==> src/hgcd_pkg.sv <==
// hgcd_pkg: shared widths, constants, datapath structs and the CORDIC
// arctangent table of the haversine distance pipeline.
// No dependencies.
`default_nettype none

package hgcd_pkg;

  // port field widths
  localparam int LAT_W  = 28;
  localparam int LON_W  = 29;
  localparam int DIST_W = 25;

  // internal widths
  localparam int ANGLE_W  = 30;   // half-angle difference or doubled latitude
  localparam int MAG_W    = 28;   // folded angle magnitude, up to a quarter turn
  localparam int QUO_W    = 23;   // magnitude / 45
  localparam int RAD_W    = 32;   // radians Q30, signed
  localparam int CORDIC_W = 34;   // CORDIC x, y, z
  localparam int TRIG_W   = 32;   // sin / cos Q30, signed
  localparam int Q60_W    = 61;   // a in Q60, 0 .. 2^60
  localparam int ROOT_W   = 31;   // floor sqrt of a Q60 value
  localparam int REM_W    = 61;

  localparam int unsigned CORDIC_ITERATIONS_DEF = 24;

  // angle units are 2^-21 degree
  localparam logic [ANGLE_W-1:0] FULL_TURN          = 30'd754974720;
  localparam logic [ANGLE_W-1:0] THREE_QUARTER_TURN = 30'd566231040;
  localparam logic [ANGLE_W-1:0] HALF_TURN          = 30'd377487360;
  localparam logic [ANGLE_W-1:0] QUARTER_TURN       = 30'd188743680;

  localparam logic [30:0] HALF_PI_Q30 = 31'd1686629713;
  localparam logic [CORDIC_W-1:0] GAIN_INV_Q30 = 34'd652032874;

  // QUARTER_TURN = 45 * 2^22: divide by 45 through reciprocals
  localparam logic [28:0] RECIP45       = 29'd381774871;  // ceil(2^34 / 45)
  localparam int          RECIP45_SH    = 34;
  localparam logic [15:0] RECIP45_N     = 16'd46604;      // ceil(2^21 / 45)
  localparam int          RECIP45_N_SH  = 21;
  localparam logic [36:0] ROUND_HALF_Q  = 37'd94371840;   // 45 * 2^21

  localparam logic [13:0] DIAMETER_KM = 14'd12742;
  localparam logic [Q60_W-1:0] ONE_Q60 = 61'h1000000000000000;
  localparam logic [DIST_W-1:0] DIST_MAX = {DIST_W{1'b1}};

  typedef struct packed {
    logic signed [CORDIC_W-1:0] x;
    logic signed [CORDIC_W-1:0] y;
    logic signed [CORDIC_W-1:0] z;
  } cordic_t;

  typedef struct packed {
    logic [REM_W-1:0]  rem;
    logic [ROOT_W-1:0] root;
  } sqrt_t;

  // floor(atan(2^-i) * 2^30)
  function automatic logic [CORDIC_W-1:0] atan_q30(input int unsigned idx);
    logic [CORDIC_W-1:0] v;
    case (idx)
      0:       v = 34'h03243F6A8;
      1:       v = 34'h01DAC6705;
      2:       v = 34'h00FADBAFC;
      3:       v = 34'h007F56EA6;
      4:       v = 34'h003FEAB76;
      5:       v = 34'h001FFD55B;
      6:       v = 34'h000FFFAAA;
      7:       v = 34'h0007FFF55;
      8:       v = 34'h0003FFFEA;
      9:       v = 34'h0001FFFFD;
      10:      v = 34'h0000FFFFF;
      11:      v = 34'h00007FFFF;
      12:      v = 34'h00003FFFF;
      13:      v = 34'h00001FFFF;
      14:      v = 34'h00000FFFF;
      15:      v = 34'h000007FFF;
      16:      v = 34'h000003FFF;
      17:      v = 34'h000001FFF;
      18:      v = 34'h000000FFF;
      19:      v = 34'h0000007FF;
      20:      v = 34'h0000003FF;
      21:      v = 34'h0000001FF;
      22:      v = 34'h0000000FF;
      23:      v = 34'h00000007F;
      24:      v = 34'h00000003F;
      25:      v = 34'h00000001F;
      26:      v = 34'h00000000F;
      27:      v = 34'h000000007;
      28:      v = 34'h000000003;
      29:      v = 34'h000000001;
      default: v = '0;
    endcase
    return v;
  endfunction

endpackage

`default_nettype wire

==> src/hgcd_sqrt_cell.sv <==
// hgcd_sqrt_cell: one registered digit of a restoring integer square root,
// deciding result bit BIT.
// Depends on hgcd_pkg.
`default_nettype none

module hgcd_sqrt_cell #(
  parameter int unsigned BIT = 0
) (
  input  logic            clk,
  input  logic            en,
  input  hgcd_pkg::sqrt_t cell_i,
  output hgcd_pkg::sqrt_t cell_o
);
  import hgcd_pkg::*;

  localparam int TW = REM_W + 1;

  logic [TW-1:0] trial;
  sqrt_t         cell_nxt, cell_r;

  // (root + 2^BIT)^2 - root^2
  always_comb begin
    trial = (TW'(cell_i.root) << (BIT + 1)) + (TW'(1) << (2 * BIT));
    cell_nxt = cell_i;
    if ({1'b0, cell_i.rem} >= trial) begin
      cell_nxt.rem  = cell_i.rem - trial[REM_W-1:0];
      cell_nxt.root = cell_i.root | (ROOT_W'(1) << BIT);
    end
  end

  always_ff @(posedge clk) begin
    if (en) cell_r <= cell_nxt;
  end

  assign cell_o = cell_r;

endmodule

`default_nettype wire

==> config.mk <==
export PLATFORM = sky130hd
export DESIGN_NAME = hgcd_sqrt_cell
export DESIGN_NICKNAME = d
export VERILOG_FILES = /design/src/hgcd_pkg.sv /design/src/hgcd_sqrt_cell.sv
export SDC_FILE = /design/constraint.sdc
export NUM_CORES = 1
export LEC_CHECK = 0
export ABC_AREA = 1
export BUFFER_PORTS_ARGS = -buffer_cell sky130_fd_sc_hd__buf_2
export CORE_UTILIZATION = 25
export CTS_BUF_LIST = sky130_fd_sc_hd__clkbuf_8
export DETAILED_ROUTE_END_ITERATION = 12
export HOLD_SLACK_MARGIN = 0.06
export PLACE_DENSITY = 0.54
export SYNTH_ARGS = -nofsm -noshare
export SYNTH_HDL_FRONTEND = slang
export SYNTH_SLANG_ARGS = --single-unit
==> constraint.sdc <==
create_clock -name clk -period 1.9 [get_ports clk]
set_input_delay 0.095 -clock clk [delete_from_list [all_inputs] [get_ports clk]]
set_output_delay 0.095 -clock clk [all_outputs]
set_load 0.05 [all_outputs]
======== Word-level counts from Yosys, hierarchy flattened ========
Index checks and enable logic that the tools add are counted.
storage, ports and cells
  bits in registers ....................... 92
cells by class
  add/subtract/negate cells ............... 2
  magnitude comparators ................... 1
  mux-type cells .......................... 1
operators by type and width
  operator                 count
  $mux W92                 1
  $ge A61 B33 Y1           1
  $sub A61 B33 Y61         1
  $add A32 B1 Y33 const B  1

======== Depth between registers and ports, before layout ========
Gate-level depths: netlist of run 1.
  depth after elaboration ................. 3
  gate-level depth with buffers ........... 17
  gate-level depth less buffers ........... 16

======== Least setup slack after synthesis of run 1 ========
Ideal clock, no wire load.
  path kind ............................... input-to-reg
  start ................................... in cell_i[6] in the netlist's numbering
  end ..................................... reg cell_r (netlist bit cell_o[0]) (data pin)
  setup time .............................. 256 ps
  arrival ................................. 1605 ps
  required time ........................... 1644 ps
  setup slack ............................. 38 ps
  stages .................................. 16
  path buffers ............................ 2
  cells stage by stage .................... inv_1 ha_1 nand2_1 inv_1 nand2_1 nand2_1 a21oi_1 nand2_2 nand2_2 nand2_2 nand2_2 nand2_4 inv_2 buf_6 buf_6 nand2_1
on the way
  word-level cells in the longest chain between the ends .. 2
ends and longest elaborated chain
  what                  line                  text
  start, declared       hgcd_sqrt_cell.sv:11  input hgcd_pkg::sqrt_t cell_i,
  $add A32 B1 Y33       hgcd_sqrt_cell.sv:23  trial = (TW'(cell_i.root) << (BIT + 1)) + (TW'(1) << (2 * BIT));
  $ge A61 B33 Y1        hgcd_sqrt_cell.sv:25  if ({1'b0, cell_i.rem} >= trial) begin
  end signal, assigned  hgcd_sqrt_cell.sv:32  if (en) cell_r <= cell_nxt;
  end, declared         hgcd_sqrt_cell.sv:19  sqrt_t cell_nxt, cell_r;
No other way between the ends.
A chain may end at the register's enable or synchronous reset.

==> flow_metrics.py, run 1 <==
metrics = {
    "power_and_ir_drop": {
        "power_leakage_uw": 0.005710,
        "power_uw": 6700,
        "ir_drop_mv": 0.3032,
        "p_per_area_nw_per_um2": 603.0,
    },
    "synth": {
        "syn_inst": 1115,
        "async_flop_share_pct": 0,
        "synth_seq_area_share_pct": 36.81,
        "yosys_warnings": 0,
        "ys_seq_elements": 92,
        "synth_edf_count": 92,
        "avgSynthCellArea_um2": 6.732,
        "syn_area_um2": 7506,
        "synth_cell_types": 31,
        "synth_nets": 1242,
        "ys.flop_type": "edfxtp_1",
    },
    "placed_design": {
        "pre_cts_ws_ns": -0.3765,
        "portBuffers": 185,
        "dp_hpwl_um": 23220,
        "gp_congestion": 0.9157,
        "dp_cells": 1842,
    },
    "setup_path": {
        "crit_type": "input pin to flop",
        "crit_end": "cell_o[57]",
        "required_ns": 2.07,
        "critPathArrivalTime_ns": 2.01,
        "cp-end-kind": "flop",
        "cp-start-kind": "input pin",
        "cp_max_fo": 13,
        "cp-startpoint": "cell_i[90]",
    },
    "flow_run": {
        "cap_viol_max_count": 0,
    },
    "cells_and_area": {
        "largest_register_ffs": 92,
        "drive_gt1_share_pct": 28.41,
        "fillers": 3213,
        "syn_to_final_growth_pct": 48.04,
        "n_antenna_cell": 0,
        "fin_nets": 1653,
        "final_common_cell": "nand2_1",
        "layout.cells.non_filler": 1921,
        "final_cell_mix": "nand2_1, inv_1, buf_2",
    },
    "clock_network": {
        "cts_setup_buffers": 0,
        "cts_sinks": 92,
        "root_buffer": "clkbuf_8",
        "htreeDepth": 3,
        "cts_buffer_depth": 2,
        "cts_tree": "yes",
        "cts_buffers": 9,
        "clk_pin_slew_ns": 0.12,
    },
    "die": {
        "die_area_um2": 30720,
        "start_util_pct": 25.39,
        "row_count": 63,
        "io_pins": 186,
        "die_w_um": 175.3,
        "dieHeight_um": 175.3,
        "core_area_um2": 29560,
    },
    "routing": {
        "drc": 0,
        "routed_wl_um": 28480,
        "avgViaCountPerCell": 4.214,
        "wl_per_cell_um": 14.83,
        "antenna_left": 0,
        "drt_pass1_iterations": 5,
        "drtIter0Drc": 533,
        "vias": 8096,
    },
    "timing": {
        "grt_setup_unrepaired": "true",
        "hold_viol": 0,
        "clock.fmax_mhz": 542.8,
        "tightest_slew_ns": 0.3960,
        "drv_slew": 0,
        "fin_ws_ns": 0.05784,
        "setup_violations": 0,
        "slew_headroom_pct": 73.32,
        "fin_crit_sh_pct": 96.96,
        "period_needed_ns": 1.842,
    },
    "grt": {
        "grt_pass1_wl_um": 43880,
        "grt_pass1_vias": 8138,
        "grt_antenna_before_repair": 1,
        "overflow": 0,
        "track_usage_pct": 18.86,
        "grt_max_degree": 45,
    },
    "worst_hold_path": {
        "worstHoldPathType": "input pin to flop",
    },
    "status": {
        "status": "finished clean",
    },
}
## critical path, cell delays in order
cell and delay (ns):
dlygate4sd3_1 0.58, inv_2 0.10, nand2_4 0.07, nor2_4 0.12
buf_6 0.11, nand3_4 0.08, nor3_2 0.15, nand2_1 0.06
nand2_1 0.07, inv_2 0.04, nand2_4 0.12, clkinv_8 0.11
clkbuf_16 0.20, nand2_1 0.06, nand2_1 0.04
## metrics by stage
step	utilization (%)	setup TNS (ns)	area (um^2)	hold WS, ns
floorplan	-	0	7506	0.1939
global placement	34.29	-14.60	10140	0.2867
detailed placement	34.29	-14.75	10140	0.2883
CTS	36.97	0	10930	0.06422
global route	37.59	-0.02249	11110	0.08682
finish	37.59	0	11110	0.08359
## power breakdown
group          internal (uW)  total (uW)  switching, uW
clock                    469        1280            807
combinational            983        2860           1880
sequential              2510        2560           56.9
total                   3960        6700           2740
## routing by layer
| layer | global-route usage, % | vias to the layer above | wire, um |
|---|---|---|---|
| met5 | 0 | - | 8 |
| met4 | 6.268 | 2 | 698 |
| met3 | 2.662 | 36 | 1401 |
| met2 | 30.31 | 197 | 12550 |
| met1 | 25.89 | 3599 | 13820 |
| li1 | - | 4262 | - |
## kinds of logic after synthesis
family                     share of synthesized area, %
DFF                                               36.81
adders and majority gates                         5.601
buffers and inverters                             11.89
xor gates and xnor gates                          3.384
AOI/OAI and AO/OA                                 4.651
and+or+nand+nor                                   37.67
## Yosys cell counts, types with 8 or more instances
master | number | area, um^2
nand2_1 | 459 | 1723
nor3_1 | 11 | 55.05
nand2_2 | 10 | 62.56
ha_1 | 32 | 400.4
edfxtp_1 | 92 | 2763
nor2_1 | 111 | 416.7
a21oi_1 | 26 | 130.1
a21oi_2 | 19 | 166.4
xor2_1 | 28 | 245.2
inv_2 | 10 | 37.54
nand3_1 | 49 | 245.2
nor2_2 | 8 | 50.05
nand3b_1 | 11 | 82.58
nand4_1 | 10 | 62.56
inv_1 | 204 | 765.7
## how the worst min path moves through the flow
stage / depth (start not counted) / start / endpoint
final: 4 / cell_i[70] / cell_o[70]
after global routing: 3 / cell_i[73] / cell_o[73]
after CTS: 4 / cell_i[70] / cell_o[70]
after detailed placement: 1 / cell_i[6] / cell_o[6]
after global placement: 1 / cell_i[1] / cell_o[1]
after floorplan: 0 / cell_i[10] / cell_o[10]
## repair_timing
item                                    in CTS  in global routing
gates resized for setup                      0                 34
hold endpoints to repair                    70                  0
endpoints found under the setup margin       0                 61
hold buffers                                62                  0
## final cells by class
type                            count  area [um^2]  share of cell area (%)
Clock buffer                        9        123.9                   1.115
Clock inverter                      7        45.04                  0.4054
Inverter                          214        815.8                   7.342
Multi-Input combinational cell    799         3964                   35.67
Sequential cell                    92         2763                   24.86
Tap cell                          390        488.0                   4.391
Timing Repair Buffer              410         2913                   26.21
(Power assumes the default switching activity.)
==> inputs of run 2 (changes only) <==
--- a/config.mk
+++ b/config.mk
@@ -6,7 +6,7 @@
 export NUM_CORES = 1
 export LEC_CHECK = 0
 export ABC_AREA = 1
-export BUFFER_PORTS_ARGS = -buffer_cell sky130_fd_sc_hd__buf_2
+export BUFFER_PORTS_ARGS = -buffer_cell sky130_fd_sc_hd__buf_4
 export CORE_UTILIZATION = 25
 export CTS_BUF_LIST = sky130_fd_sc_hd__clkbuf_8
 export DETAILED_ROUTE_END_ITERATION = 12
==> flow_metrics.py, run 2 (synthesis results as in run 1) <==
metrics = {
    "status": {
        "status": "finished clean",
    },
    "setup_path": {
        "cp-start-kind": "input pin",
        "crit_type": "input pin to flop",
        "critPathArrivalTime_ns": 2.06,
        "critPathMostFrequentCell": "nand2_1",
        "cp_max_fo": 4,
        "worstPathCellList": "buf_4 > inv_1 > ha_1 > nand2_1 > nor2_2 > buf_4 > nand2_1 > nor3_1 > nand2_1 > nand2_1 > nand2_1 > a21oi_1",
        "cpMaxStageDelayCell": "nor3_1",
        "max_stage_delay_ns": 0.47,
        "cp-end-kind": "flop",
        "required_ns": 2.11,
    },
    "die": {
        "io_pins": 186,
        "die_area_um2": 30720,
        "die_w_um": 175.3,
        "row_count": 63,
        "start_util_pct": 25.39,
        "dieHeight_um": 175.3,
        "core_area_um2": 29560,
    },
    "timing": {
        "tightest_slew_ns": 0.5111,
        "fin_crit_sh_pct": 97.32,
        "whs_ns": 0.07728,
        "setup_violations": 0,
        "clock.fmax_mhz": 540.8,
        "period_needed_ns": 1.849,
        "grt_setup_unrepaired": "true",
        "slew_headroom_pct": 65.66,
        "hold_viol": 0,
        "drv_slew": 0,
    },
    "routing": {
        "drtIter0Drc": 528,
        "vias": 8111,
        "avgViaCountPerCell": 4.247,
        "antenna_left": 0,
        "wl_per_cell_um": 14.90,
        "routed_wl_um": 28450,
        "drt_pass1_iterations": 7,
        "drc": 0,
    },
    "worst_hold_path": {
        "worstHoldPathType": "input pin to flop",
        "min-delay-start": "cell_i[81]",
        "hold_end": "cell_o[81]",
        "whs_path_depth": 3,
    },
    "placed_design": {
        "dp_hpwl_um": 23380,
        "gp_congestion": 0.9011,
        "portBuffers": 185,
        "place_area_um2": 10520,
    },
    "cells_and_area": {
        "fillers": 3215,
        "post-route-util_pct": 38.53,
        "drive_gt1_share_pct": 27.17,
        "fin_nets": 1643,
        "final_common_cell": "nand2_1",
        "final_cell_mix": "nand2_1, buf_4, inv_1",
        "regArea_um2": 2763,
        "largest_register_ffs": 92,
        "n_antenna_cell": 0,
        "syn_to_final_growth_pct": 51.72,
        "multi_input_area_um2": 3876,
        "final_area_um2": 11390,
    },
    "power_and_ir_drop": {
        "power_uw": 7107,
        "ir_drop_mv": 0.3069,
        "p_per_area_nw_per_um2": 624.0,
        "power_leakage_uw": 0.005814,
    },
    "clock_network": {
        "clk_pin_slew_ns": 0.11,
        "cts_sinks": 92,
        "htreeDepth": 3,
        "cts_buffers": 9,
        "root_buffer": "clkbuf_8",
        "cts_tree": "yes",
        "cts_buffer_depth": 2,
    },
    "grt": {
        "track_usage_pct": 18.78,
        "grt_pass1_wl_um": 43760,
        "grt_antenna_before_repair": 0,
        "grt_max_degree": 39,
        "overflow": 0,
        "grt_pass1_vias": 8050,
    },
    "flow_run": {
        "cap_viol_max_count": 0,
    },
}
[run 2: changes by cell type in the layout (fill, tap and decap cells not counted), moves of 2 or more]
| cell | previous run | this run |
|---|---|---|
| buf_2 | 183 | 0 |
| buf_4 | 153 | 329 |
| bufinv_16 | 0 | 2 |
| clkbuf_16 | 2 | 0 |
| clkinv_1 | 2 | 0 |
| clkinv_4 | 3 | 0 |
| ha_1 | 30 | 32 |
| inv_1 | 204 | 206 |
| nor2_1 | 105 | 109 |
| nor2_4 | 8 | 3 |
| nor3_1 | 8 | 10 |
| nor3_2 | 5 | 3 |
[run 2: worst max-delay path by stage]
stage | startpoint | to | slack [ns] | cells after the start
after global placement | cell_i[29] | cell_o[80] | -0.39 | 14
after CTS | cell_i[0] | cell_o[61] | 0.07 | 12
after floorplan | cell_i[6] | cell_o[0] | 0.04 | 16
final | cell_i[18] | cell_o[64] | 0.05 | 12
after global routing | cell_i[29] | cell_o[80] | -0.09 | 14
after detailed placement | cell_i[29] | cell_o[80] | -0.35 | 14
[run 2: final cells by class]
class                      count  area share, %
inverter                     214          7.053
clock buffer                   9          1.088
clock inverter                 6         0.7251
timing repair buffer         400          28.55
tap                          390          4.285
sequential                    92          24.26
multi-input combinational    799          34.04
[run 2: what timing repair did]
| action | in CTS | in global routing |
|---|---|---|
| hold buffers | 63 | 0 |
| setup buffers | 0 | 1 |
| resized for setup | 0 | 9 |
| endpoints found under the hold margin | 63 | 0 |
| setup endpoints to repair | 0 | 39 |
[run 2: worst max-delay path: cells and delay by family]
family | cells | cell delay, ns
buffers and inverters | 3 | 0.25
AO/OA/AOI/OAI | 1 | 0.23
adder cells (fa/ha/maj) | 1 | 0.33
AND/OR/NAND/NOR | 7 | 1.13
[run 2: per-layer routing]
layer	up-vias	global-route usage, %	share of wire [%]
li1	4231	-	-
met1	3672	26.00	49
met2	187	30.57	45
met3	21	2.532	4.8
met4	0	4.964	1.6
met5	-	0	0
[run 2: through the flow]
stage,std cells,worst slack [ns],TNS [ns]
final,1910,0.05083,0
after global routing,1910,-0.08964,-0.6484
after CTS,1909,0.07430,0
after detailed placement,1831,-0.3486,-17.46
after global placement,1831,-0.3903,-16.36
after floorplan,1115,0.03833,0
[run 2: where the power goes]
group	switching [uW]	leakage (uW)	internal (uW)
sequential	69.3	0.000901	2510
combinational	1870	0.00481	1150
clock	786	0.000104	726
==> inputs of run 3 (changes only) <==
--- a/config.mk
+++ b/config.mk
@@ -11,7 +11,7 @@
 export CTS_BUF_LIST = sky130_fd_sc_hd__clkbuf_8
 export DETAILED_ROUTE_END_ITERATION = 12
 export HOLD_SLACK_MARGIN = 0.06
-export PLACE_DENSITY = 0.54
+export PLACE_DENSITY = 0.53
 export SYNTH_ARGS = -nofsm -noshare
 export SYNTH_HDL_FRONTEND = slang
 export SYNTH_SLANG_ARGS = --single-unit
==> constraint.sdc (replaced) <==
create_clock -name clk -period 2.03 [get_ports clk]
set_input_delay 0.1015 -clock clk [delete_from_list [all_inputs] [get_ports clk]]
set_output_delay 0.1015 -clock clk [all_outputs]
set_load 0.05 [all_outputs]
==> flow_metrics.py, run 3 (synthesis results as in run 1) <==
metrics = {
    "cells_and_area": {
        "final_area_um2": 11510,
        "post-route-util_pct": 38.93,
        "largest_register_ffs": 92,
        "final_common_cell": "nand2_1",
        "final_cell_mix": "nand2_1, buf_4, inv_1",
        "syn_to_final_growth_pct": 53.31,
        "fin_nets": 1647,
        "fillers": 3116,
        "drive_gt1_share_pct": 27.38,
        "n_antenna_cell": 0,
    },
    "grt": {
        "grt_pass1_wl_um": 44130,
        "overflow": 0,
        "grt_max_degree": 40,
        "grt_pass1_vias": 8098,
        "grt_antenna_before_repair": 0,
        "track_usage_pct": 18.90,
    },
    "die": {
        "start_util_pct": 25.39,
        "io_pins": 186,
        "core_area_um2": 29560,
        "row_count": 63,
        "die_area_um2": 30720,
        "die_w_um": 175.3,
        "dieHeight_um": 175.3,
    },
    "clock_network": {
        "htreeDepth": 3,
        "cts_buffer_depth": 2,
        "root_buffer": "clkbuf_8",
        "cts_tree": "yes",
        "cts_buffers": 9,
        "clk_pin_slew_ns": 0.10,
        "cts_sinks": 92,
    },
    "setup_path": {
        "required_ns": 2.25,
        "crit_type": "input pin to flop",
        "cp-end-kind": "flop",
        "cp-start-kind": "input pin",
        "critPathArrivalTime_ns": 2.14,
        "cp_max_fo": 14,
    },
    "worst_hold_path": {
        "worstHoldPathType": "input pin to flop",
        "min-delay-start": "cell_i[91]",
        "whs_path_depth": 3,
        "hold_end": "cell_o[91]",
    },
    "timing": {
        "whs_ns": 0.08194,
        "drv_slew": 0,
        "setup_violations": 0,
        "fin_crit_sh_pct": 94.65,
        "tightest_slew_ns": 0.5523,
        "period_needed_ns": 1.921,
        "slew_headroom_pct": 63.18,
        "hold_viol": 0,
        "tns_ns": 0,
        "clock.fmax_mhz": 520.5,
    },
    "power_and_ir_drop": {
        "power_leakage_uw": 0.005858,
        "p_per_area_nw_per_um2": 576.8,
        "ir_drop_mv": 0.2724,
    },
    "routing": {
        "drc": 0,
        "avgViaCountPerCell": 4.250,
        "drt_pass1_iterations": 6,
        "antenna_left": 0,
        "wl_per_cell_um": 15.12,
        "drtIter0Drc": 494,
        "vias": 8131,
        "routed_wl_um": 28930,
    },
    "status": {
        "status": "finished clean",
    },
    "flow_run": {
        "cap_viol_max_count": 0,
    },
    "placed_design": {
        "gp_congestion": 0.8889,
        "dp_hpwl_um": 23530,
        "place_area_um2": 10530,
        "portBuffers": 185,
    },
}
## run 3: worst max-delay path, stage by stage
cell and delay (ns):
buf_4 0.08, inv_1 0.04, ha_1 0.31, buf_4 0.12, nand2_1 0.07, nor2_1 0.29
nand3_4 0.10, nor3_2 0.17, nand2_1 0.10, nand2_2 0.07, inv_2 0.04, nand2_4 0.11
clkinv_8 0.12, buf_12 0.18, a21oi_2 0.23
## run 3: cell type report
type                       count  area (um^2)  share of cell area [%]
tap                          390        488.0                   4.241
clock buffer                   9        123.9                   1.076
timing repair buffer         404         3352                   29.13
sequential                    92         2763                   24.01
clock inverter                 5        78.83                  0.6850
inverter                     214        818.3                   7.111
multi-input combinational    799         3884                   33.75
## run 3: worst max-delay path by stage
stage | from | to | slack (ns) | depth (start not counted)
after CTS | cell_i[90] | cell_o[54] | 0.03 | 16
after detailed placement | cell_i[7] | cell_o[64] | -0.28 | 14
after global placement | cell_i[7] | cell_o[64] | -0.26 | 14
after floorplan | cell_i[6] | cell_o[0] | 0.16 | 16
final | cell_i[6] | cell_o[76] | 0.11 | 15
after global routing | cell_i[29] | cell_o[51] | -0.005 | 15
## run 3: per-stage QoR
step	setup slack [ns]	cells	total power, uW
2_1_floorplan	0.1618	1115	3986
3_3_place_gp	-0.2642	1833	5186
3_5_place_dp	-0.2792	1833	5190
4_1_cts	0.03418	1910	6711
5_1_grt	-0.005207	1913	6995
6_report	0.1087	1913	6638
## run 3: routing by layer
layer	wire length, um	up-vias	GRT usage (%)
li1	-	4232	-
met1	14000	3667	26.28
met4	622	0	5.870
met5	0	-	0
met2	12840	200	30.18
met3	1464	32	2.641
## run 3: repair_timing
action	in CTS	in global routing
hold endpoints to repair	63	0
setup endpoints to repair	0	57
hold buffers	63	0
gates resized for setup	0	21
setup buffers	0	2
## run 3: power by group
part	switching, uW	internal, uW	leakage (uW)	total [uW]
clock network	720	676	0.0000948	1400
registers	60.5	2350	0.000901	2410
logic	1760	1080	0.00486	2830
