<file path="src/hgcd_pkg.sv">
// hgcd_pkg: shared widths, constants, datapath structs and the CORDIC
// arctangent table of the haversine distance pipeline.
// No dependencies.
`default_nettype none

package hgcd_pkg;

  // port field widths
  localparam int LAT_W  = 28;
  localparam int LON_W  = 29;
  localparam int DIST_W = 25;

  // internal widths
  localparam int ANGLE_W  = 30;   // half-angle difference or doubled latitude
  localparam int MAG_W    = 28;   // folded angle magnitude, up to a quarter turn
  localparam int QUO_W    = 23;   // magnitude / 45
  localparam int RAD_W    = 32;   // radians Q30, signed
  localparam int CORDIC_W = 34;   // CORDIC x, y, z
  localparam int TRIG_W   = 32;   // sin / cos Q30, signed
  localparam int Q60_W    = 61;   // a in Q60, 0 .. 2^60
  localparam int ROOT_W   = 31;   // floor sqrt of a Q60 value
  localparam int REM_W    = 61;

  localparam int unsigned CORDIC_ITERATIONS_DEF = 24;

  // angle units are 2^-21 degree
  localparam logic [ANGLE_W-1:0] FULL_TURN          = 30'd754974720;
  localparam logic [ANGLE_W-1:0] THREE_QUARTER_TURN = 30'd566231040;
  localparam logic [ANGLE_W-1:0] HALF_TURN          = 30'd377487360;
  localparam logic [ANGLE_W-1:0] QUARTER_TURN       = 30'd188743680;

  localparam logic [30:0] HALF_PI_Q30 = 31'd1686629713;
  localparam logic [CORDIC_W-1:0] GAIN_INV_Q30 = 34'd652032874;

  // QUARTER_TURN = 45 * 2^22: divide by 45 through reciprocals
  localparam logic [28:0] RECIP45       = 29'd381774871;  // ceil(2^34 / 45)
  localparam int          RECIP45_SH    = 34;
  localparam logic [15:0] RECIP45_N     = 16'd46604;      // ceil(2^21 / 45)
  localparam int          RECIP45_N_SH  = 21;
  localparam logic [36:0] ROUND_HALF_Q  = 37'd94371840;   // 45 * 2^21

  localparam logic [13:0] DIAMETER_KM = 14'd12742;
  localparam logic [Q60_W-1:0] ONE_Q60 = 61'h1000000000000000;
  localparam logic [DIST_W-1:0] DIST_MAX = {DIST_W{1'b1}};

  typedef struct packed {
    logic signed [CORDIC_W-1:0] x;
    logic signed [CORDIC_W-1:0] y;
    logic signed [CORDIC_W-1:0] z;
  } cordic_t;

  typedef struct packed {
    logic [REM_W-1:0]  rem;
    logic [ROOT_W-1:0] root;
  } sqrt_t;

  // floor(atan(2^-i) * 2^30)
  function automatic logic [CORDIC_W-1:0] atan_q30(input int unsigned idx);
    logic [CORDIC_W-1:0] v;
    case (idx)
      0:       v = 34'h03243F6A8;
      1:       v = 34'h01DAC6705;
      2:       v = 34'h00FADBAFC;
      3:       v = 34'h007F56EA6;
      4:       v = 34'h003FEAB76;
      5:       v = 34'h001FFD55B;
      6:       v = 34'h000FFFAAA;
      7:       v = 34'h0007FFF55;
      8:       v = 34'h0003FFFEA;
      9:       v = 34'h0001FFFFD;
      10:      v = 34'h0000FFFFF;
      11:      v = 34'h00007FFFF;
      12:      v = 34'h00003FFFF;
      13:      v = 34'h00001FFFF;
      14:      v = 34'h00000FFFF;
      15:      v = 34'h000007FFF;
      16:      v = 34'h000003FFF;
      17:      v = 34'h000001FFF;
      18:      v = 34'h000000FFF;
      19:      v = 34'h0000007FF;
      20:      v = 34'h0000003FF;
      21:      v = 34'h0000001FF;
      22:      v = 34'h0000000FF;
      23:      v = 34'h00000007F;
      24:      v = 34'h00000003F;
      25:      v = 34'h00000001F;
      26:      v = 34'h00000000F;
      27:      v = 34'h000000007;
      28:      v = 34'h000000003;
      29:      v = 34'h000000001;
      default: v = '0;
    endcase
    return v;
  endfunction

endpackage

`default_nettype wire

</file>
<file path="src/hgcd_cordic_cell.sv">
// hgcd_cordic_cell: one registered CORDIC micro-rotation, rotation or
// vectoring mode, fixed shift per cell.
// Depends on hgcd_pkg.
`default_nettype none

module hgcd_cordic_cell #(
  parameter int unsigned STAGE     = 0,
  parameter bit          VECTORING = 1'b0
) (
  input  logic              clk,
  input  logic              en,
  input  hgcd_pkg::cordic_t cell_i,
  output hgcd_pkg::cordic_t cell_o
);
  import hgcd_pkg::*;

  logic signed [CORDIC_W-1:0] x_sh, y_sh, ang;
  logic    ccw;
  cordic_t cell_nxt, cell_r;

  always_comb begin
    x_sh = $signed(cell_i.x) >>> STAGE;
    y_sh = $signed(cell_i.y) >>> STAGE;
    ang  = $signed(atan_q30(STAGE));
    // rotation steers on z, vectoring drives y toward zero
    ccw  = VECTORING ? cell_i.y[CORDIC_W-1] : ~cell_i.z[CORDIC_W-1];
    if (ccw) begin
      cell_nxt.x = $signed(cell_i.x) - y_sh;
      cell_nxt.y = $signed(cell_i.y) + x_sh;
      cell_nxt.z = $signed(cell_i.z) - ang;
    end else begin
      cell_nxt.x = $signed(cell_i.x) + y_sh;
      cell_nxt.y = $signed(cell_i.y) - x_sh;
      cell_nxt.z = $signed(cell_i.z) + ang;
    end
  end

  always_ff @(posedge clk) begin
    if (en) cell_r <= cell_nxt;
  end

  assign cell_o = cell_r;

endmodule

`default_nettype wire

</file>
<file path="config.mk">
export PLATFORM = sky130hd
export DESIGN_NAME = hgcd_cordic_cell
export DESIGN_NICKNAME = d
export VERILOG_FILES = /design/src/hgcd_pkg.sv /design/src/hgcd_cordic_cell.sv
export SDC_FILE = /design/constraint.sdc
export NUM_CORES = 1
export LEC_CHECK = 0
export BUFFER_PORTS_ARGS = -buffer_cell sky130_fd_sc_hd__buf_4
export CELL_PAD_IN_SITES_DETAIL_PLACEMENT = 0
export CELL_PAD_IN_SITES_GLOBAL_PLACEMENT = 1
export CORE_MARGIN = 2
export CORE_UTILIZATION = 39
export DETAILED_ROUTE_END_ITERATION = 16
export HOLD_SLACK_MARGIN = 0.03
export PLACE_DENSITY = 0.9
export SLEW_MARGIN = 20
export SYNTH_ARGS = -nofsm -noshare
export SYNTH_HDL_FRONTEND = slang
export SYNTH_SLANG_ARGS = --single-unit
</file>
<file path="constraint.sdc">
create_clock -name clk -period 4.46 [get_ports clk]
set_clock_uncertainty 0.15 [all_clocks]
set_input_delay 0.892 -clock clk [delete_from_list [all_inputs] [get_ports clk]]
set_output_delay 0.892 -clock clk [all_outputs]
set_load 0.02 [all_outputs]
</file>
# After elaboration in Yosys (flattened, before gate mapping)
# Cells that the tools add are included.
# classes
n_addsub	5
mux	1
# op_table
op	count
$mux W102	1
$sub A34 B34 Y34	2
$add A34 B31 Y34 const B	1
$add A34 B34 Y34	1
$sub A34 B31 Y34 const B	1
# word_totals
word_cells	9
inputBits	104
register_bits	102
output_inout_bits	102

# Depth between registers and ports, before layout
# Gate-level depths: netlist of run 1.
# logic_depth
ltp_word	2
mapped_depth	12
depth_no_buf	11

# Worst setup path after synthesis of run 1
# Ideal clock, no wire load.
# synth_path
path_kind	input port to flip-flop
from	input port cell_i[33] in the netlist's numbering
to	register cell_r (netlist bit cell_o[29]) (data pin)
setup_slack_ns	0.179
path_buffers	2
t_required_ns	4.044
cell_stages	12
arrival_time_ns	3.865
path_cell_list	clkbuf_1 > clkinv_1 > buf_2 > fa_1 > a211oi_2 > nor2_1 > o31a_1 > a211o_1 > a311o_1 > a21oi_4 > nor3_1 > or3b_1
# synth_rtl
element	line_no	text
from (decl)	hgcd_cordic_cell.sv:12	input hgcd_pkg::cordic_t cell_i,
to (signal assigned)	hgcd_cordic_cell.sv:39	if (en) cell_r <= cell_nxt;
to (decl)	hgcd_cordic_cell.sv:19	cordic_t cell_nxt, cell_r;

==> Implementation_results.wiki, run 1 <==
{| class="wikitable"
! Metric !! Value
|-
| Setup crit start kind || input port
|-
| Pin count of the biggest net entering global routing || 67
|-
| Reg area || around 3000 um2
|-
| Setup repair after global routing missed its margin || false
|-
| GR Util All Layers || between 20 and 25%
|-
| Kind of cell adding the most delay to the critical path || compound AO/OA/AOI/OAI gates
|-
| Number of hold buffers added after CTS || 0
|-
| Maximum fanout encountered on the critical timing path || 9
|-
| Transition time at the pin with the least slew margin || between 0.7 and 0.8 ns
|-
| N_diodes || 0
|-
| Clock tree from TritonCTS || yes
|-
| Placer's final routability congestion estimate || 0.992
|-
| Maximum number of buffers from clock root to sink || 2
|-
| Crit path buffers/inverters || 3
|-
| TritonCTS buffer count || 9
|-
| Instance count after placement with tap cells included || ~1800
|-
| Hold Path Class || input port to flip-flop
|-
| Die Span Y || 168 um
|-
| Startpoint of the most critical setup path || cell_i[41]
|-
| Crit path kind || input port to flip-flop
|-
| Filler cell count || between 2000 and 3000
|-
| Arrival time worst endpoint || around 3.7 ns
|-
| Post-route fraction of the period consumed by the critical path || a little over four fifths
|-
| Hold Path End || cell_o[1]
|-
| Placeable core region || approximately 27000 um2
|-
| MaxCap Viol Count || 0
|-
| CTS sink cnt || ~100
|-
| Series of cell instances along the critical path || buf_4 > inv_1 > ha_1 > buf_4 > a21o_1 > nor4_1 > nor4b_2 > o31ai_1 > a221o_1 > a21o_1 > mux2i_1 > xnor2_1
|-
| Sort of element at the end of the critical path || flip-flop
|-
| Final sum of negative setup slack || 0 ns
|-
| Total grt overflow || 0
|-
| Number of max-slew violations in the final report || 0
|-
| Count of different cell masters after synthesis || 77
|-
| Worst hold path stage count || 1
|-
| Final std cell area, no fill || around 13000 um2
|-
| Most frequent cells in the layout || sky130_fd_sc_hd__buf_4, sky130_fd_sc_hd__ha_1, sky130_fd_sc_hd__a21oi_1
|-
| Post-synthesis async set-or-reset flop share || 0%
|-
| Antenna-violating nets left || 0
|-
| Number of optimization iterations in the first detailed-route pass || 5
|-
| Average routed wire per standard cell || 18.9 um
|-
| Dpl cell area || about 13000 um2
|-
| Post-CTS Setup Inserts || 0
|-
| Core Rows || 60
|-
| Clk root buf || sky130_fd_sc_hd__clkbuf_16
|-
| Slew headroom || between 40% and 50%
|-
| Final Hold Viols || 0
|-
| Max reg flops || 101
|-
| Worst setup margin || ~0.72 ns
|-
| Number of nets in the layout || about 1700
|-
| Fraction of post-synthesis cell area in the top cell type by area || ~29%
|-
| Number of resized instances in the post-cts repair step || 0
|-
| Total power per unit cell area || approximately 310 nW/um2
|-
| Multi-input gate area in the final layout || 6830 um2
|-
| Result of the run || completed
|-
| I/O Buffers || between 200 and 250
|-
| Number of vias in the routed layout || 10200
|-
| Net count after synthesis || 1454
|-
| Cell type with the largest total area after synthesis || sky130_fd_sc_hd__edfxtp_1
|-
| Fin Hold WS || around 0.56 ns
|-
| Final critical-path required period || around 3.7 ns
|-
| Layout cells sized above 1 || between 20 and 25%
|-
| Count of yosys warnings during synthesis || 0
|-
| Gate count after technology mapping || roughly 1200
|-
| Required time of the critical path || approximately 4.4 ns
|-
| Most area-consuming cells after synthesis || sky130_fd_sc_hd__edfxtp_1, sky130_fd_sc_hd__ha_1, sky130_fd_sc_hd__a21oi_1, sky130_fd_sc_hd__xnor2_1, sky130_fd_sc_hd__inv_1
|-
| Initial core utilization || between 30% and 40%
|-
| Number of global-route vias before repair || between 9000 and 10000
|-
| Sequential element share of the synthesized area || 28.8%
|-
| Syn avg cell area || approximately 8.6 um2
|-
| Die boundary width || 168 um
|-
| Detail Placement HPWL || around 27 mm
|-
| Commonest non-fill, non-tap cell in the layout || sky130_fd_sc_hd__buf_4
|-
| Violation count after the first detailed-routing iteration || around 1100
|-
| Number of H-tree levels || 3
|-
| Slowest cell on the critical path || sky130_fd_sc_hd__a221o_1
|-
| Number of synthesized flops with an enable pin || between 100 and 150
|-
| Maximum frequency from static timing analysis || ~270 MHz
|-
| Leak Pwr || roughly 0.0058 uW
|-
| Number of synthesized register bits || 101
|-
| Die Area || 28300 um2
|-
| Pre-CTS setup slack || approximately 0.43 ns
|-
| Worst Hold Launch || cell_i[1]
|-
| Final wirelength || about 34 mm
|-
| Wire length of the first global-routing pass || between 50 and 60 mm
|-
| Synthesized area || 10500 um2
|-
| Peak supply drop || 226 uV
|-
| Cell Count, Final, Fillers Out || approximately 1800
|-
| DR vias/cell || between 5 and 6
|-
| Synth Flop Type || sky130_fd_sc_hd__edfxtp_1
|-
| DRC || 0
|-
| Delay of the slowest cell on the worst path || ~0.47 ns
|-
| Count of endpoints failing setup in the final report || 0
|-
| Register clock-pin slew on the reported worst setup and hold paths || around 0.08 ns
|-
| Layout Area Growth over Synthesis || 23.1%
|-
| Number of antenna violations at the first check in global routing || 0
|-
| Top-level port count || a little over 200
|}
-- metal layers --
metal	global-route usage, %	wire length [um]	up-vias
met3	3.46	2520	52
met4	6.97	833	0
met2	36.8	15200	442
li1	-	-	4869
met5	0	0	-
met1	31.9	15000	4801
-- Yosys cell counts (4+ instances only) --
library cell and instances:
sky130_fd_sc_hd__ha_1 128, sky130_fd_sc_hd__a21oi_1 127, sky130_fd_sc_hd__inv_1 113, sky130_fd_sc_hd__edfxtp_1 101
sky130_fd_sc_hd__nor2_1 99, sky130_fd_sc_hd__o21ai_0 71, sky130_fd_sc_hd__xnor2_1 68, sky130_fd_sc_hd__nand2_1 56
sky130_fd_sc_hd__a21o_1 38, sky130_fd_sc_hd__nand3_1 25, sky130_fd_sc_hd__clkbuf_1 22, sky130_fd_sc_hd__nor3_1 22
sky130_fd_sc_hd__a211oi_1 21, sky130_fd_sc_hd__o21a_1 19, sky130_fd_sc_hd__o21bai_1 19, sky130_fd_sc_hd__buf_2 18
sky130_fd_sc_hd__mux2i_1 18, sky130_fd_sc_hd__nand4_1 18, sky130_fd_sc_hd__nor2b_1 17, sky130_fd_sc_hd__o211ai_1 17
sky130_fd_sc_hd__o31ai_1 17, sky130_fd_sc_hd__xor2_1 15, sky130_fd_sc_hd__nand2b_1 12, sky130_fd_sc_hd__a31oi_1 9
sky130_fd_sc_hd__and3_1 9, sky130_fd_sc_hd__buf_1 9, sky130_fd_sc_hd__nor4_1 9, sky130_fd_sc_hd__or3_1 9
sky130_fd_sc_hd__a211o_1 7, sky130_fd_sc_hd__and2_1 7, sky130_fd_sc_hd__a21boi_0 6, sky130_fd_sc_hd__o221ai_1 6
sky130_fd_sc_hd__o2111ai_1 5, sky130_fd_sc_hd__or2_2 5, sky130_fd_sc_hd__a2111oi_0 4, sky130_fd_sc_hd__a221oi_1 4
sky130_fd_sc_hd__a22oi_1 4, sky130_fd_sc_hd__a31o_2 4, sky130_fd_sc_hd__fa_1 4, sky130_fd_sc_hd__o311a_1 4
-- stage by stage --
step	utilization [%]	total power, uW
after detailed placement	47.2	3060
after global routing	48.5	4140
after floorplan	-	2370
after global placement	47.2	3030
after CTS	48.5	3950
final	48.5	3960
-- power by group --
part | leakage, uW | switching [uW] | total [uW] | internal (uW)
Clock | 0.000159 | 398 | 900 | 502
Combinational | 0.00462 | 1040 | 1750 | 711
Sequential | 0.000989 | 52.3 | 1310 | 1260
-- final cells by class --
class                   instances  share of cell area, %
clock buffers                   9                   1.74
clock inverters                 7                  0.812
inverters                     115                   3.33
multi-input cells             950                   52.7
flip-flops and latches        101                   23.4
well taps                     341                   3.29
repair buffers                252                   14.7
-- cells by family (layout without fill, tap and decap cells) --
group,count (synthesis),in the layout,share of synthesized area (%)
XOR/XNOR,83,83,6.91
AND/OR/NAND/NOR,300,300,14.0
AO/OA/AOI/OAI,417,417,26.3
multiplexers,18,18,1.71
adder cells (fa/ha/maj),132,132,16.0
flip-flops,101,101,28.8
buffers and inverters,167,383,6.31
-- how the worst max path moves through the flow --
stage                 end  slack, ns  cells after the start
6_report       cell_o[97]       0.72                     12
5_1_grt        cell_o[97]       0.52                     12
4_1_cts        cell_o[66]       0.79                     11
3_5_place_dp   cell_o[66]       0.43                     11
3_3_place_gp   cell_o[67]       0.47                     11
2_1_floorplan  cell_o[29]       0.18                     12
(Power assumes the default switching activity.)
==> inputs of run 2 (changes only) <==
==> constraint.sdc (replaced) <==
create_clock -name clk -period 3.1 [get_ports clk]
set_clock_uncertainty 0.15 [all_clocks]
set_input_delay 0.62 -clock clk [delete_from_list [all_inputs] [get_ports clk]]
set_output_delay 0.62 -clock clk [all_outputs]
set_load 0.02 [all_outputs]
==> run 2 against run 1 <==
Net effect:
- total power grew 53%
- wire length grew 10%
- non-clock buffer count grew 253
- die area is the same
- combinational power grew 73%
- flip-flop and latch count is the same
- global-route usage grew 2.1 points
- the run now ends with setup timing left
- worst hold slack lost 0.27 ns
- worst setup slack lost 0.76 ns
- via count grew 12%
- first-iteration DRC count grew 16%
- final area grew 19%
==> Implementation_results.wiki, run 2 (same netlist as run 1, synthesis figures left out) <==
{| class="wikitable"
! Metric !! Value
|-
| Result of the run || finished, violations left
|-
| Clock tree from TritonCTS || yes
|-
| Worst Hold Launch || cell_i[0]
|-
| Pre-CTS setup slack || -0.541 ns (-0.976 ns)
|-
| Maximum fanout encountered on the critical timing path || 4 (-5)
|-
| Final Hold Viols || 0 (unchanged)
|-
| Commonest non-fill, non-tap cell in the layout || sky130_fd_sc_hd__buf_4
|-
| Number of nets in the layout || 1918 (+15%)
|-
| Core Rows || 60 (unchanged)
|-
| Number of vias in the routed layout || 11300 (+12%)
|-
| Die Area || 28300 um2 (unchanged)
|-
| Initial core utilization || 39.4% (unchanged)
|-
| Maximum number of buffers from clock root to sink || 2 (unchanged)
|-
| Arrival time worst endpoint || 3.09 ns (-0.60 ns)
|-
| Leak Pwr || 0.00707 uW (+23%)
|-
| Worst hold path stage count || 1 (unchanged)
|-
| MaxCap Viol Count || 0 (unchanged)
|-
| Violation count after the first detailed-routing iteration || 1247 (+16%)
|-
| Placer's final routability congestion estimate || 1.02 (+2.9%)
|-
| Most frequent cells in the layout || sky130_fd_sc_hd__buf_4, sky130_fd_sc_hd__a21oi_1, sky130_fd_sc_hd__ha_1
|-
| Total grt overflow || 0 (unchanged)
|-
| Transition time at the pin with the least slew margin || 0.599 ns (-0.188 ns)
|-
| Number of antenna violations at the first check in global routing || 1 (+1)
|-
| I/O Buffers || 205 (unchanged)
|-
| Register clock-pin slew on the reported worst setup and hold paths || 0.08 ns (about the same)
|-
| Fin Hold WS || 0.288 ns (-0.272 ns)
|-
| Required time of the critical path || 3.05 ns (-1.36 ns)
|-
| Sequential Power Share || 31.1% (-2.0 points)
|-
| TritonCTS buffer count || 9 (unchanged)
|-
| Logic gate share of total power || 49.9% (+5.7 points)
|-
| Total power per unit cell area || 392 nW/um2 (+28%)
|-
| Filler cell count || 2329 (-11%)
|-
| Setup crit start kind || input port
|-
| Layout Area Growth over Synthesis || 47.0%
|-
| Peak supply drop || 259 uV (+15%)
|-
| Die boundary width || 168 um (unchanged)
|-
| Series of cell instances along the critical path || buf_12 > inv_12 > ha_4 > or4_4 > or3_4 > a211oi_4 > o21ai_4 > a311oi_2 > nor3_2 > mux2i_1 > xnor2_1
|-
| Kind of cell adding the most delay to the critical path || simple AND/OR/NAND/NOR gates
|-
| Switching power as a share of total power || 38.1% (+0.55 points)
|-
| Top-level port count || 206 (unchanged)
|-
| Number of optimization iterations in the first detailed-route pass || 6 (+1)
|-
| Maximum frequency from static timing analysis || 319 MHz
|-
| Pint || 3750 uW (+52%)
|-
| Clk network pwr share || 19.0% (-3.7 points)
|-
| Antenna-violating nets left || 0 (unchanged)
|-
| DR vias/cell || 5.59 (-2.4%)
|-
| DRC || 0 (unchanged)
|-
| Final wirelength || 36.9 mm (+10%)
|-
| Final critical-path required period || between 3 and 4 ns
|-
| Number of H-tree levels || 3 (unchanged)
|-
| Worst setup margin || -0.0382 ns (-0.759 ns)
|-
| Wire length of the first global-routing pass || 56.6 mm (+8.7%)
|-
| Placeable core region || 26700 um2 (unchanged)
|-
| Clk root buf || sky130_fd_sc_hd__clkbuf_16
|-
| Sort of element at the end of the critical path || flip-flop
|-
| Delay of the slowest cell on the worst path || 0.55 ns (+0.08 ns)
|-
| Crit path buffers/inverters || 2 (-1)
|-
| Pin count of the biggest net entering global routing || 65 (-3.0%)
|-
| Violated checks || setup timing
|-
| Max reg flops || 101 (unchanged)
|-
| Number of global-route vias before repair || 10900 (+13%)
|-
| CTS sink cnt || 101 (unchanged)
|-
| Hold Path Class || input port to flip-flop
|-
| Psw || 2310 uW (+56%)
|-
| Slowest cell on the critical path || sky130_fd_sc_hd__or4_4
|-
| Hold Path End || cell_o[0]
|-
| Count of endpoints failing setup in the final report || 3 (+3)
|-
| Number of max-slew violations in the final report || 0 (unchanged)
|-
| Slew headroom || 59.6% (+12 points)
|-
| Average routed wire per standard cell || 18.2 um (-3.8%)
|-
| Die Span Y || 168 um (unchanged)
|-
| Layout cells sized above 1 || 37.0% (+17 points)
|-
| Crit path kind || input port to flip-flop
|-
| Setup repair after global routing missed its margin || true
|-
| GR Util All Layers || 25.0% (+2.1 points)
|-
| Detail Placement HPWL || 29.4 mm (+7.7%)
|-
| Post-route fraction of the period consumed by the critical path || 101%
|}
==> run 2: worst max-delay path by stage <==
stage / startpoint / to / slack, ns / cells after the start
floorplan: cell_i[33] / cell_o[29] / -0.50 / 12
global placement: cell_i[35] / cell_o[65] / -0.50 / 15
detailed placement: cell_i[39] / cell_o[57] / -0.54 / 12
CTS: cell_i[40] / cell_o[57] / 0.02 / 12
global route: cell_i[46] / cell_o[63] / -0.09 / 11
finish: cell_i[46] / cell_o[97] / -0.04 / 11
==> run 2: power by group through the flow <==
stage / Sequential (uW) / Clock, uW / Combinational, uW
after floorplan: 2190 / 0 / 1240
after global placement: 1920 / 0 / 2780
after detailed placement: 1920 / 0 / 2820
after CTS: 1890 / 1170 / 2890
after global routing: 1900 / 1220 / 3230
final: 1890 / 1150 / 3030
==> run 2: cell type report <==
type | count | area, um2 | share of cell area, %
timing repair buffer | 505 | 3870 | 25.0
multi-input combinational | 950 | 7390 | 47.8
clock inverter | 7 | 57.6 | 0.372
sequential | 101 | 3030 | 19.6
inverter | 115 | 462 | 2.98
clock buffer | 9 | 225 | 1.46
tap | 341 | 427 | 2.76
antenna | 1 | 2.50 | 0.0162
==> run 2: metal layers <==
metal | track usage (%) | up-vias | share of wire [%]
li1 | - | 5367 | -
met1 | 32.2 | 5320 | 42
met3 | 4.28 | 86 | 8.1
met4 | 9.33 | 0 | 3.3
met2 | 42.0 | 562 | 47
met5 | 0 | - | 0
==> run 2: metrics by stage <==
step           TNS [ns]  util, %  power, uW  instance area [um2]  cells
2_1_floorplan     -2.26        -       3430                10700   1218
3_3_place_gp     -17.84     54.3       4690                14500   1997
3_5_place_dp     -19.83     54.3       4740                14500   1997
4_1_cts               0     56.2       5950                15000   2017
5_1_grt          -0.500     57.9       6350                15500   2028
6_report         -0.102     57.9       6060                15500   2029
==> run 2: repair_timing <==
action	4_1_cts	5_1_grt
setup endpoints to repair	25	36
gates resized for setup	32	77
gates cloned	0	0
pin swaps	15	41
hold buffers	0	0
setup buffers	4	13
==> inputs of run 3 (changes only) <==
--- a/config.mk
+++ b/config.mk
@@ -13,6 +13,7 @@
 export DETAILED_ROUTE_END_ITERATION = 16
 export HOLD_SLACK_MARGIN = 0.03
 export PLACE_DENSITY = 0.9
+export SKIP_CTS_REPAIR_TIMING = 1
 export SLEW_MARGIN = 20
 export SYNTH_ARGS = -nofsm -noshare
 export SYNTH_HDL_FRONTEND = slang
==> run 3 against run 2 <==
Net effect:
- the flow now finishes without violations
- worst setup slack improved by 0.047 ns
- sequential share of layout area fell by 0.27 points
- flip-flop and latch count did not move
- die area did not move
- first-iteration DRC count fell by 1.1%
- count of clock-buffer cells in the layout did not move
- wire length rose by 1.3%
- via count rose by 0.91%
==> Implementation_results.wiki, run 3 (same netlist as run 1, synthesis figures left out) <==
{| class="wikitable"
! Metric !! Value
|-
| Result of the run || completed
|-
| Worst setup margin || 0.00838 ns (+0.0465 ns)
|-
| Peak supply drop || 263 uV (+1.5%)
|-
| Violation count after the first detailed-routing iteration || 1233 (-1.1%)
|-
| Number of optimization iterations in the first detailed-route pass || 6 (unchanged)
|-
| Filler cell count || 2297 (-1.4%)
|-
| Detail Placement HPWL || 29.4 mm (unchanged)
|-
| Reg area || 3030 um2 (unchanged)
|-
| Register clock-pin slew on the reported worst setup and hold paths || 0.08 ns (about the same)
|-
| Final critical-path required period || 3.09 ns (-0.0465 ns)
|-
| Maximum fanout encountered on the critical timing path || 4 (unchanged)
|-
| Maximum frequency from static timing analysis || 323 MHz (+1.5%)
|-
| Core Rows || 60 (unchanged)
|-
| Total power per unit cell area || 390 nW/um2 (-0.48%)
|-
| Total grt overflow || 0 (unchanged)
|-
| Die boundary width || 168 um (unchanged)
|-
| Commonest non-fill, non-tap cell in the layout || sky130_fd_sc_hd__buf_4
|-
| Wire length of the first global-routing pass || 55.7 mm (-1.5%)
|-
| End point of the critical path || cell_o[31]
|-
| Number of H-tree levels || 3 (unchanged)
|-
| Clock tree from TritonCTS || yes
|-
| Number of antenna violations at the first check in global routing || 0 (-1)
|-
| Max reg flops || 101 (unchanged)
|-
| Pin count of the biggest net entering global routing || 65 (unchanged)
|-
| Final wirelength || 37.4 mm (+1.3%)
|-
| Sort of element at the end of the critical path || flip-flop
|-
| DR vias/cell || 5.61 (+0.41%)
|-
| Arrival time worst endpoint || 3.04 ns (-0.05 ns)
|-
| Multi-input gate area in the final layout || 7500 um2 (+1.5%)
|-
| GR Util All Layers || 24.6% (-0.39 points)
|-
| DRC || 0 (unchanged)
|-
| Number of nets in the layout || 1929 (+0.57%)
|-
| CTS sink cnt || 101 (unchanged)
|-
| Slew headroom || 57.2% (-2.4 points)
|-
| Die Span Y || 168 um (unchanged)
|-
| Setup repair after global routing missed its margin || true
|-
| Post-route fraction of the period consumed by the critical path || 99.7% (-1.5 points)
|-
| Number of max-slew violations in the final report || 0 (unchanged)
|-
| Final Hold Viols || 0 (unchanged)
|-
| Leak Pwr || 0.00715 uW (+1.1%)
|-
| Top-level port count || 206 (unchanged)
|-
| MaxCap Viol Count || 0 (unchanged)
|-
| Placeable core region || 26700 um2 (unchanged)
|-
| Die Area || 28300 um2 (unchanged)
|-
| Crit path kind || input port to flip-flop
|-
| Number of vias in the routed layout || 11400 (+0.91%)
|-
| Final std cell area, no fill || 15700 um2 (+1.4%)
|-
| Layout cells sized above 1 || 38.3% (+1.3 points)
|-
| Transition time at the pin with the least slew margin || 0.635 ns (+0.0360 ns)
|-
| Antenna-violating nets left || 0 (unchanged)
|-
| Most frequent cells in the layout || sky130_fd_sc_hd__buf_4, sky130_fd_sc_hd__a21oi_1, sky130_fd_sc_hd__ha_1
|-
| Pre-CTS setup slack || -0.541 ns (unchanged)
|-
| Average routed wire per standard cell || 18.3 um (+0.83%)
|-
| Startpoint of the most critical setup path || cell_i[3]
|-
| I/O Buffers || 205 (unchanged)
|-
| Clk root buf || sky130_fd_sc_hd__clkbuf_16
|-
| Setup crit start kind || input port
|-
| N_diodes || 0 (-1)
|-
| Layout Area Growth over Synthesis || 49.1%
|-
| Final core occ || 58.7% (+0.82 points)
|-
| Required time of the critical path || 3.05 ns (about the same)
|-
| TritonCTS buffer count || 9 (unchanged)
|-
| Placer's final routability congestion estimate || 1.02 (unchanged)
|-
| Dpl cell area || 14500 um2 (unchanged)
|-
| Hold Path Class || input port to flip-flop
|-
| Maximum number of buffers from clock root to sink || 2 (unchanged)
|-
| Number of global-route vias before repair || 10800 (-1.1%)
|-
| Count of endpoints failing setup in the final report || 0 (-3)
|-
| Initial core utilization || 39.4% (unchanged)
|}
run 3: cell count changes in the layout (fill, tap and decap cells not counted), sizes merged:
| cell | before | now |
|---|---|---|
| diode | 1 | 0 |
| buf | 505 | 516 |
run 3: cell type report:
type / count / area share [%]
multi-input combinational: 950 / 47.8
sequential: 101 / 19.3
clock inverter: 7 / 0.367
inverter: 115 / 2.96
clock buffer: 9 / 1.44
timing repair buffer: 516 / 25.4
tap: 341 / 2.72
run 3: critical path, stage by stage:
cell and delay (ns):
sky130_fd_sc_hd__buf_4 0.13, sky130_fd_sc_hd__fa_2 0.41, sky130_fd_sc_hd__a211oi_2 0.19, sky130_fd_sc_hd__nor2_1 0.09, sky130_fd_sc_hd__o31a_1 0.27, sky130_fd_sc_hd__a211o_1 0.31, sky130_fd_sc_hd__a311o_2 0.47, sky130_fd_sc_hd__a21oi_4 0.16
sky130_fd_sc_hd__buf_4 0.15, sky130_fd_sc_hd__o31ai_1 0.08, sky130_fd_sc_hd__xor2_1 0.16
run 3: how the worst min path moves through the flow:
stage                     slack (ns)   endpoint  cells past startpoint  startpoint
final                           0.29  cell_o[1]                      1   cell_i[1]
after global routing            0.27  cell_o[1]                      1   cell_i[1]
after CTS                       0.27  cell_o[0]                      1   cell_i[0]
after detailed placement        0.65  cell_o[2]                      1   cell_i[2]
after global placement          0.65  cell_o[2]                      1   cell_i[2]
after floorplan                 0.57  cell_o[0]                      0   cell_i[0]
run 3: metal layers:
layer  track usage (%)  up-vias  part of all wire [%]
li1                  -     5398                     -
met1              32.0     5348                    42
met2              41.6      609                    47
met3              4.35       83                   8.3
met4              7.76        0                   2.9
met5                 0        -                     0
run 3: metrics by stage:
stage	std cells	TNS [ns]	power (uW)	hold WS [ns]
6_report	2039	0	6120	0.286
3_5_place_dp	1997	-19.83	4740	0.650
3_3_place_gp	1997	-17.84	4690	0.649
5_1_grt	2039	-0.233	6410	0.271
4_1_cts	2013	-1.81	5900	0.274
2_1_floorplan	1218	-2.26	3430	0.569
run 3: power breakdown:
part | total, uW | internal [uW] | switching, uW
combinational | 3080 | 1420 | 1660
sequential | 1890 | 1810 | 77.3
clock | 1150 | 556 | 596
total | 6120 | 3780 | 2340
